===== src/hdl/bale_pkg.sv =====
// ============================================================================
// bale_pkg : shared types and constants for the bounded array list engine
// Command and status codes, storage sizes and the input and result words.
// ============================================================================
package bale_pkg;

  // Number of elements the list can hold.
  localparam int CAPACITY = 16;
  // Index into the element store.
  localparam int IDX_W    = $clog2(CAPACITY);
  // Width of counts, positions and slots, as fixed by the word fields.
  localparam int CNT_W    = 5;
  localparam int DATA_W   = 32;

  // Command codes.
  localparam logic [3:0] CMD_CLEAR     = 4'd0;
  localparam logic [3:0] CMD_INS_FRONT = 4'd1;
  localparam logic [3:0] CMD_INS_BACK  = 4'd2;
  localparam logic [3:0] CMD_RM_FRONT  = 4'd3;
  localparam logic [3:0] CMD_RM_BACK   = 4'd4;
  localparam logic [3:0] CMD_RM_AT     = 4'd5;
  localparam logic [3:0] CMD_FIND      = 4'd6;
  localparam logic [3:0] CMD_REPLACE   = 4'd7;
  localparam logic [3:0] CMD_RM_VALUE  = 4'd8;
  localparam logic [3:0] CMD_DUMP      = 4'd9;

  // Status codes.
  localparam logic [2:0] ST_OK       = 3'd0;
  localparam logic [2:0] ST_FULL     = 3'd1;
  localparam logic [2:0] ST_EMPTY    = 3'd2;
  localparam logic [2:0] ST_NOTFOUND = 3'd3;
  localparam logic [2:0] ST_BADPOS   = 3'd4;

  typedef struct packed {
    logic        [3:0]        command;
    logic signed [DATA_W-1:0] value;
    logic signed [DATA_W-1:0] new_value;
    logic        [CNT_W-1:0]  position;
  } in_word_t;

  typedef struct packed {
    logic        [2:0]        status;
    logic        [CNT_W-1:0]  slot;
    logic signed [DATA_W-1:0] item;
    logic        [CNT_W-1:0]  fill;
    logic                     final_res;
  } out_word_t;

endpackage


===== src/hdl/bounded_array_list_engine_core.sv =====
// ============================================================================
// bounded_array_list_engine_core : fixed-capacity ordered list engine
// Holds up to CAPACITY signed words packed in order and runs list commands
// through a small sequencer around one element store and one comparator.
// ============================================================================
// A user sends one command word at a time; in_stall stays high from the cycle
// after acceptance until the command has finished. Commands that touch only
// the ends (clear, insert at the back, remove from the back) and every
// command that fails its empty, full or position check end in the decode
// state after acceptance. Commands that move or inspect elements (insert
// at the front, remove at the front or at a position, find, replace, remove
// by value, dump) go on to walk the elements concerned and then close. The
// element store has a single registered read port, so the sequencer reads
// one element per cycle while the result register can take a word, and the
// shared comparator and the single write port process the element read in
// the previous active cycle. After the decode state the walk reads each
// element, finishes the last element read, sees that the walk is over, and
// passes to a closing state that updates the fill count and gives the last
// result word, except for a dump, which has already given it. Find and dump
// can give several result words; whenever the result register is full and
// stalled the sequencer pauses in place. The last result word of every
// command carries final_res. Unknown command codes are dropped without a
// result. There is no clearing pass after reset: only positions below the
// fill count are ever read.
module bounded_array_list_engine_core (
  input  logic                 clk,
  input  logic                 rst_n,
  input  logic                 in_valid,
  output logic                 in_stall,
  input  bale_pkg::in_word_t   in_data,
  output logic                 out_valid,
  input  logic                 out_stall,
  output bale_pkg::out_word_t  out_data
);

  localparam int IW = bale_pkg::IDX_W;
  localparam int CW = bale_pkg::CNT_W;
  localparam int DW = bale_pkg::DATA_W;

  typedef enum logic [1:0] {
    S_IDLE,
    S_DECODE,
    S_WALK,
    S_FIN
  } state_t;

  // Sequencer state.
  state_t              state_r, state_nxt;
  bale_pkg::in_word_t  cmd_r, cmd_nxt;
  logic [CW-1:0]       occ_r, occ_nxt;

  // Walk control: rd_idx_r is the next element to read, rd_left_r the number
  // of reads still to issue. pend_r marks that rdata_r holds element
  // pend_idx_r, read in the previous active cycle.
  logic [IW-1:0]       rd_idx_r, rd_idx_nxt;
  logic [CW-1:0]       rd_left_r, rd_left_nxt;
  logic                pend_r, pend_nxt;
  logic [IW-1:0]       pend_idx_r, pend_idx_nxt;
  logic                down_r, down_nxt;

  // A match seen so far, and the slot of the match held back for find or
  // the copy removed by remove-by-value.
  logic                hit_r, hit_nxt;
  logic [CW-1:0]       hit_slot_r, hit_slot_nxt;

  // Result register.
  logic                out_valid_r;
  bale_pkg::out_word_t out_data_r;

  // Element store.
  logic [DW-1:0]       mem [bale_pkg::CAPACITY];
  logic [DW-1:0]       rdata_r;
  logic                rd_en;
  logic                we;
  logic [IW-1:0]       waddr;
  logic [DW-1:0]       wdata;

  // Result emission from the sequencer.
  logic                emit;
  logic [2:0]          emit_st;
  logic [CW-1:0]       emit_slot;
  logic [DW-1:0]       emit_item;
  logic                emit_last;

  logic                out_free;
  logic                eq;
  logic [CW-1:0]       pend_slot;

  // Beyond the idle state, the sequencer only advances when the result register can take a word.
  assign out_free  = !out_valid_r || !out_stall;
  assign eq        = (rdata_r == cmd_r.value);
  assign pend_slot = CW'(pend_idx_r) + CW'(1);

  assign in_stall  = (state_r != S_IDLE);
  assign out_valid = out_valid_r;
  assign out_data  = out_data_r;

  always_comb begin
    state_nxt    = state_r;
    cmd_nxt      = cmd_r;
    occ_nxt      = occ_r;
    rd_idx_nxt   = rd_idx_r;
    rd_left_nxt  = rd_left_r;
    pend_nxt     = pend_r;
    pend_idx_nxt = pend_idx_r;
    down_nxt     = down_r;
    hit_nxt      = hit_r;
    hit_slot_nxt = hit_slot_r;
    rd_en        = 1'b0;
    we           = 1'b0;
    waddr        = '0;
    wdata        = rdata_r;
    emit         = 1'b0;
    emit_st      = bale_pkg::ST_OK;
    emit_slot    = '0;
    emit_item    = cmd_r.value;
    emit_last    = 1'b1;

    case (state_r)
      S_IDLE: begin
        if (in_valid) begin
          cmd_nxt   = in_data;
          state_nxt = S_DECODE;
        end
      end

      S_DECODE: begin
        if (out_free) begin
          state_nxt   = S_IDLE;
          pend_nxt    = 1'b0;
          hit_nxt     = 1'b0;
          down_nxt    = 1'b0;
          rd_idx_nxt  = '0;
          rd_left_nxt = occ_r;
          case (cmd_r.command)
            bale_pkg::CMD_CLEAR: begin
              occ_nxt = '0;
              emit    = 1'b1;
            end
            bale_pkg::CMD_INS_BACK: begin
              emit = 1'b1;
              if (occ_r >= CW'(bale_pkg::CAPACITY)) begin
                emit_st = bale_pkg::ST_FULL;
              end else begin
                we      = 1'b1;
                waddr   = occ_r[IW-1:0];
                wdata   = cmd_r.value;
                occ_nxt = occ_r + CW'(1);
              end
            end
            bale_pkg::CMD_RM_BACK: begin
              emit = 1'b1;
              if (occ_r == '0) begin
                emit_st = bale_pkg::ST_EMPTY;
              end else begin
                occ_nxt = occ_r - CW'(1);
              end
            end
            bale_pkg::CMD_INS_FRONT: begin
              if (occ_r >= CW'(bale_pkg::CAPACITY)) begin
                emit    = 1'b1;
                emit_st = bale_pkg::ST_FULL;
              end else begin
                // Shift every element up by one, walking from the back.
                state_nxt  = S_WALK;
                down_nxt   = 1'b1;
                rd_idx_nxt = IW'(occ_r - CW'(1));
              end
            end
            bale_pkg::CMD_RM_FRONT: begin
              if (occ_r == '0) begin
                emit    = 1'b1;
                emit_st = bale_pkg::ST_EMPTY;
              end else begin
                state_nxt   = S_WALK;
                rd_idx_nxt  = IW'(1);
                rd_left_nxt = occ_r - CW'(1);
              end
            end
            bale_pkg::CMD_RM_AT: begin
              if (occ_r == '0) begin
                emit    = 1'b1;
                emit_st = bale_pkg::ST_EMPTY;
              end else if (cmd_r.position == '0 || cmd_r.position > occ_r) begin
                emit    = 1'b1;
                emit_st = bale_pkg::ST_BADPOS;
              end else begin
                // Elements behind the removed one each move down by one.
                state_nxt   = S_WALK;
                rd_idx_nxt  = IW'(cmd_r.position);
                rd_left_nxt = occ_r - cmd_r.position;
              end
            end
            bale_pkg::CMD_FIND,
            bale_pkg::CMD_DUMP: begin
              if (occ_r == '0) begin
                emit    = 1'b1;
                emit_st = bale_pkg::ST_EMPTY;
                if (cmd_r.command == bale_pkg::CMD_DUMP) begin
                  emit_item = '0;
                end
              end else begin
                state_nxt = S_WALK;
              end
            end
            bale_pkg::CMD_REPLACE,
            bale_pkg::CMD_RM_VALUE: begin
              // An empty list walks nothing and ends as not found.
              state_nxt = S_WALK;
            end
            default: begin
            end
          endcase
        end
      end

      S_WALK: begin
        if (out_free) begin
          if (rd_left_r != '0) begin
            rd_en        = 1'b1;
            pend_nxt     = 1'b1;
            pend_idx_nxt = rd_idx_r;
            rd_idx_nxt   = down_r ? (rd_idx_r - IW'(1)) : (rd_idx_r + IW'(1));
            rd_left_nxt  = rd_left_r - CW'(1);
          end else begin
            pend_nxt = 1'b0;
            if (!pend_r) begin
              state_nxt = S_FIN;
            end
          end

          if (pend_r) begin
            case (cmd_r.command)
              bale_pkg::CMD_INS_FRONT: begin
                we    = 1'b1;
                waddr = pend_idx_r + IW'(1);
              end
              bale_pkg::CMD_RM_FRONT,
              bale_pkg::CMD_RM_AT: begin
                we    = 1'b1;
                waddr = pend_idx_r - IW'(1);
              end
              bale_pkg::CMD_FIND: begin
                // A match is held back until the next one or the end of the
                // walk shows whether it is the last.
                if (eq) begin
                  if (hit_r) begin
                    emit      = 1'b1;
                    emit_slot = hit_slot_r;
                    emit_last = 1'b0;
                  end
                  hit_nxt      = 1'b1;
                  hit_slot_nxt = pend_slot;
                end
              end
              bale_pkg::CMD_REPLACE: begin
                if (eq) begin
                  we      = 1'b1;
                  waddr   = pend_idx_r;
                  wdata   = cmd_r.new_value;
                  hit_nxt = 1'b1;
                end
              end
              bale_pkg::CMD_RM_VALUE: begin
                // Once the first copy is found, the rest of the walk closes
                // the gap it leaves.
                if (hit_r) begin
                  we    = 1'b1;
                  waddr = pend_idx_r - IW'(1);
                end else if (eq) begin
                  hit_nxt      = 1'b1;
                  hit_slot_nxt = pend_slot;
                end
              end
              bale_pkg::CMD_DUMP: begin
                emit      = 1'b1;
                emit_slot = pend_slot;
                emit_item = rdata_r;
                emit_last = (pend_slot == occ_r);
              end
              default: begin
              end
            endcase
          end
        end
      end

      S_FIN: begin
        if (out_free) begin
          state_nxt = S_IDLE;
          case (cmd_r.command)
            bale_pkg::CMD_INS_FRONT: begin
              we      = 1'b1;
              waddr   = '0;
              wdata   = cmd_r.value;
              occ_nxt = occ_r + CW'(1);
              emit    = 1'b1;
            end
            bale_pkg::CMD_RM_FRONT,
            bale_pkg::CMD_RM_AT: begin
              occ_nxt = occ_r - CW'(1);
              emit    = 1'b1;
            end
            bale_pkg::CMD_FIND: begin
              emit = 1'b1;
              if (hit_r) begin
                emit_slot = hit_slot_r;
              end else begin
                emit_st = bale_pkg::ST_NOTFOUND;
              end
            end
            bale_pkg::CMD_REPLACE: begin
              emit    = 1'b1;
              emit_st = hit_r ? bale_pkg::ST_OK : bale_pkg::ST_NOTFOUND;
            end
            bale_pkg::CMD_RM_VALUE: begin
              emit = 1'b1;
              if (hit_r) begin
                occ_nxt   = occ_r - CW'(1);
                emit_slot = hit_slot_r;
              end else begin
                emit_st = bale_pkg::ST_NOTFOUND;
              end
            end
            default: begin
              // Dump has already delivered its last word.
            end
          endcase
        end
      end

      default: begin
        state_nxt = S_IDLE;
      end
    endcase
  end

  // Sequencer state and the result register.
  always_ff @(posedge clk) begin
    if (!rst_n) begin
      state_r     <= S_IDLE;
      occ_r       <= '0;
      pend_r      <= 1'b0;
      hit_r       <= 1'b0;
      out_valid_r <= 1'b0;
    end else begin
      state_r <= state_nxt;
      occ_r   <= occ_nxt;
      pend_r  <= pend_nxt;
      hit_r   <= hit_nxt;
      if (emit) begin
        out_valid_r <= 1'b1;
      end else if (!out_stall) begin
        out_valid_r <= 1'b0;
      end
    end
  end

  always_ff @(posedge clk) begin
    cmd_r      <= cmd_nxt;
    rd_idx_r   <= rd_idx_nxt;
    rd_left_r  <= rd_left_nxt;
    pend_idx_r <= pend_idx_nxt;
    down_r     <= down_nxt;
    hit_slot_r <= hit_slot_nxt;
    if (emit) begin
      out_data_r.status    <= emit_st;
      out_data_r.slot      <= emit_slot;
      out_data_r.item      <= emit_item;
      out_data_r.fill      <= occ_nxt;
      out_data_r.final_res <= emit_last;
    end
  end

  // Element store: one write port, one registered read port.
  always_ff @(posedge clk) begin
    if (we) begin
      mem[waddr] <= wdata;
    end
    if (rd_en) begin
      rdata_r <= mem[rd_idx_r];
    end
  end

  // The fill count never passes the capacity.
  a_occ_bound: assert property (@(posedge clk) disable iff (!rst_n)
    occ_r <= CW'(bale_pkg::CAPACITY))
    else $error("fill count exceeds capacity");

  // Read data is only pending inside a walk.
  a_pend_walk: assert property (@(posedge clk) disable iff (!rst_n)
    pend_r |-> (state_r == S_WALK))
    else $error("pending read outside a walk");

  // Nothing is written while the block waits for a command.
  a_no_idle_write: assert property (@(posedge clk) disable iff (!rst_n)
    (state_r == S_IDLE) |-> !we)
    else $error("element store written while idle");

  // A result word is only produced while the result register can take it.
  a_emit_free: assert property (@(posedge clk) disable iff (!rst_n)
    emit |-> out_free)
    else $error("result produced while result register is stalled");

endmodule


===== config.mk =====
export PLATFORM = sky130hd
export DESIGN_NAME = bounded_array_list_engine_core
export DESIGN_NICKNAME = d
export VERILOG_FILES = /design/src/hdl/bale_pkg.sv /design/src/hdl/bounded_array_list_engine_core.sv
export SDC_FILE = /design/constraint.sdc
export NUM_CORES = 1
export LEC_CHECK = 0
export BUFFER_PORTS_ARGS = -buffer_cell sky130_fd_sc_hd__buf_2
export CORE_UTILIZATION = 30
export CTS_CLUSTER_DIAMETER = 120
export DETAILED_ROUTE_END_ITERATION = 7
export PLACE_DENSITY = 0.55
export SLEW_MARGIN = 30
export SYNTH_ARGS = -nofsm -noshare
export SYNTH_HDL_FRONTEND = slang
export SYNTH_SLANG_ARGS = --single-unit

===== constraint.sdc =====
create_clock -name clk -period 9.75 [get_ports clk]
set_input_delay 1.95 -clock clk [delete_from_list [all_inputs] [get_ports clk]]
set_output_delay 1.95 -clock clk [all_outputs]
set_load 0.005 [all_outputs]

==> impl_results.md <==
* DRT iter0 DRCs at 1799
* Number of H-tree levels at 3
* Final slew viol count at 0
* Setup_tns at 0 ps
* Synth Area in Adders at 0.0105
* Nets at 1800
* Clk sinks at 692
* Average routed wire per standard cell at 26.2 um
* Outcome: finished, violations left
* Post-synthesis cell area at 0.0287 mm2
* Warnings, synthesis at 0
* GR Util met2 at 0.243
* GR peak layer: met2
* Vias/cell at 5.33
* CP peak stage delay at 930 ps
* Max Cap Viol at 0
* Crit. End Element: flop
* Synth cell types at 74
* Post-synthesis sequential area ratio at 0.720
* Comb power frac at 0.094
* Synth async-reset ratio at 0
* Gpl congestion at approximately 0.87
* Sw Ratio at 0.234
* Sequential power share at 0.514
* Die Wd at 311 um
* CTS tree: done
* Final WL at 79100 um
* Slowest-stage cell, CP: nor4_2
* Worst-case reg-to-reg path depth at 8
* Overall Power at 6.73 mW
* I/O Buffers at ~120
* Top Ports at about 130
* Row cnt at 113
* Failing checks: DRC
* Hold Crit Class: reg2reg
* Clk root buf: clkbuf_16
* Final Setup Violations at 0
* Remaining DRCs at 4
* PwrDens at between 200 and 250 mW/mm2
* PostCTS Resize Cnt at 0
* Sw Pwr at 1.57 mW
* CTS Hold Bufs at 0
* CTS max path bufs at 3
* Worst Path Max Fanout at 24
* Routed Antenna Nets at 0
* TritonCTS Buffers at 70
* Core area at 0.0949 mm2
* Dpl hpwl at 42600 um
* Post-CTS Setup Bufs at 0
* Post-Syn Instances at 1568
* Antenna violations before repair at 6
* Hold Path Depth at 2
* Worst slew pin tran at 981 ps
* Clock transition at path regs at 70 ps
* First-pass GRT wire length at 114000 um
* Gr usage total at 0.162
* Post-synth EDFFs at 682
* Syn nets at 1668
* Met1 usage at 0.241
* Top_reg_cell synth: edfxtp_1
* Multiplexer area fraction after synthesis at 0.127
* Layout cell share with drive strength beyond 1 at 0.277
* Peak supply drop at 0.123 mV
* Data required time of the critical path at 10020 ps
* P&R area growth vs syn at 16.1%
* Clock power share at 0.392
* DIE HEIGHT at 311 um
* Startpoint Class: flop
* Final hold viol count at 0
* Routed via count at 16100
* Leak at 10.5 nW
* Syn Area/Cell at approximately 18 um2
* Grt ovf at 0
* First-pass detailed-route iteration total at 7
* Crit path kind: reg2reg
* Die area at 0.0969 mm2
* Compound-Gate Fraction of Synth Area at 0.0702
* Worst path cell trace: xnor2_1 > nand4_1 > nor4_2 > and2_1 > a31o_2 > a31oi_1 > nor2_4 > buf_4
* #FFs+latches synth at 692
* Min Tclk post-route at 4610 ps
* Number of global-route vias before repair at 16000
* Initial Util at 0.303
* Worst skew pair latency at 650 ps
* Fillers at 8834
* Xor/xnor share of the synthesized area at 0.0168
* Setup Skew at 37.8 ps
* Final period util at 0.473
* Simple-gate share of the synthesized area at 0.0371
* Worst rel slew slack at 0.340
* RSZ-0062 raised after global routing: no
* Pin count of the biggest net entering global routing at 132
* Global-route met3 utilization at 0.0324
* Internal at 5.16 mW
* Crit path arrival time at between 4000 and 5000 ps
* Peak Freq at ~0.22 GHz
* Largest family of logic cells by synthesized area: multiplexers
==> layout by cell type, fill, tap and decap left out, drive strengths merged, types with 12 or more instances in the layout <==
cell type    n
a21oi       88
a221oi      32
a22o        41
buf        162
clkbuf      93
clkinv      27
edfxtp     682
ha          21
inv         27
mux4       160
nand2       39
nand3       18
nand4       12
nor2        75
nor3        17
o21ai       53
xnor2       44
==> area by class of cell <==
type                            count  area (um2)  area share
Clock inverter                     35         362      0.0108
Clock buffer                       93        1880      0.0564
Multi-Input combinational cell    748        7790       0.234
Timing Repair Buffer              162         938      0.0282
Tap cell                         1265        1580      0.0475
Antenna cell                        1        2.50   0.0000751
Sequential cell                   692       20700       0.620
Inverter                           26        97.6     0.00293
==> per-stage QoR <==
step / instance area, um2 / utilization / hold slack [ps] / worst slack (ps) / std cells
floorplan: 28700 / - / 424 / 4040 / 1568
global placement: 30900 / 0.326 / 495 / 4690 / 2893
detailed placement: 31000 / 0.326 / 504 / 4510 / 2893
CTS: 33200 / 0.350 / 513 / 5130 / 3021
global route: 33300 / 0.351 / 558 / 4980 / 3021
finish: 33300 / 0.351 / 508 / 5140 / 3022
==> cells in the mapped netlist (15+ instances only) <==
cell type  number  area, um2
ha_1           21        263
a221oi_1       32        280
buf_1          16       60.1
clkbuf_1       74        278
o21ai_0        52        260
mux4_2        160       3600
nor2_1         74        278
xnor2_1        44        385
a21oi_1        87        435
nand2_1        39        146
inv_1          25       93.8
nand3_1        17       85.1
edfxtp_1      682      20500
a22o_1         40        350
nor3_1         15       75.1
==> worst max-delay path: cells and delay by family (launching register included) <==
| family | cells | cell delay (ps) |
|---|---|---|
| AND/OR/NAND/NOR | 4 | 2310 |
| buffers and inverters | 1 | 560 |
| XOR/XNOR | 1 | 520 |
| flip-flops | 1 | 450 |
| AO/OA/AOI/OAI | 2 | 350 |
==> layer usage <==
layer / vias up / routed length (um)
li1: 6729 / -
met1: 8530 / 36200
met2: 718 / 35400
met3: 119 / 6010
met4: 2 / 1440
met5: - / 18
==> power groups by stage <==
stage          Clock, mW  Sequential (mW)  Combinational [mW]
4_1_cts             2.69             3.46               0.624
3_5_place_dp           0             3.52               0.620
3_3_place_gp           0             3.52               0.606
5_1_grt             2.79             3.46               0.683
6_report            2.64             3.46               0.634
2_1_floorplan          0             3.50               0.416
==> state kept, by name, summed over array words and instances, names as in the netlist, 4 cells and up, named ones only <==
register    flops
rd_left_r       5
occ_r           5
out_data       46
hit_slot_r      5
mem           512
rdata_r        32
pend_idx_r      4
rd_idx_r        4
cmd_r          73
==> cells by family (layout without fill, tap and decap cells) <==
kind of cell | Yosys count | after routing
DFF | 692 | 692
AOI/OAI and AO/OA | 295 | 295
and+or+nand+nor | 211 | 211
muxes | 164 | 164
buffers and inverters | 128 | 316
xor gates and xnor gates | 55 | 55
adders and majority gates | 23 | 23
other | 0 | 1
==> final timing paths <==
kind                                  start  slack (ps)     endpoint
worst max register to register  rdata_r[12]        5140  out_data[7]
worst min-delay path                   flop         510         flop
worst max-delay path            rdata_r[12]        5140  out_data[7]
worst min register to register         flop         510         flop
No activity file was read; power rests on OpenSTA's default activity.
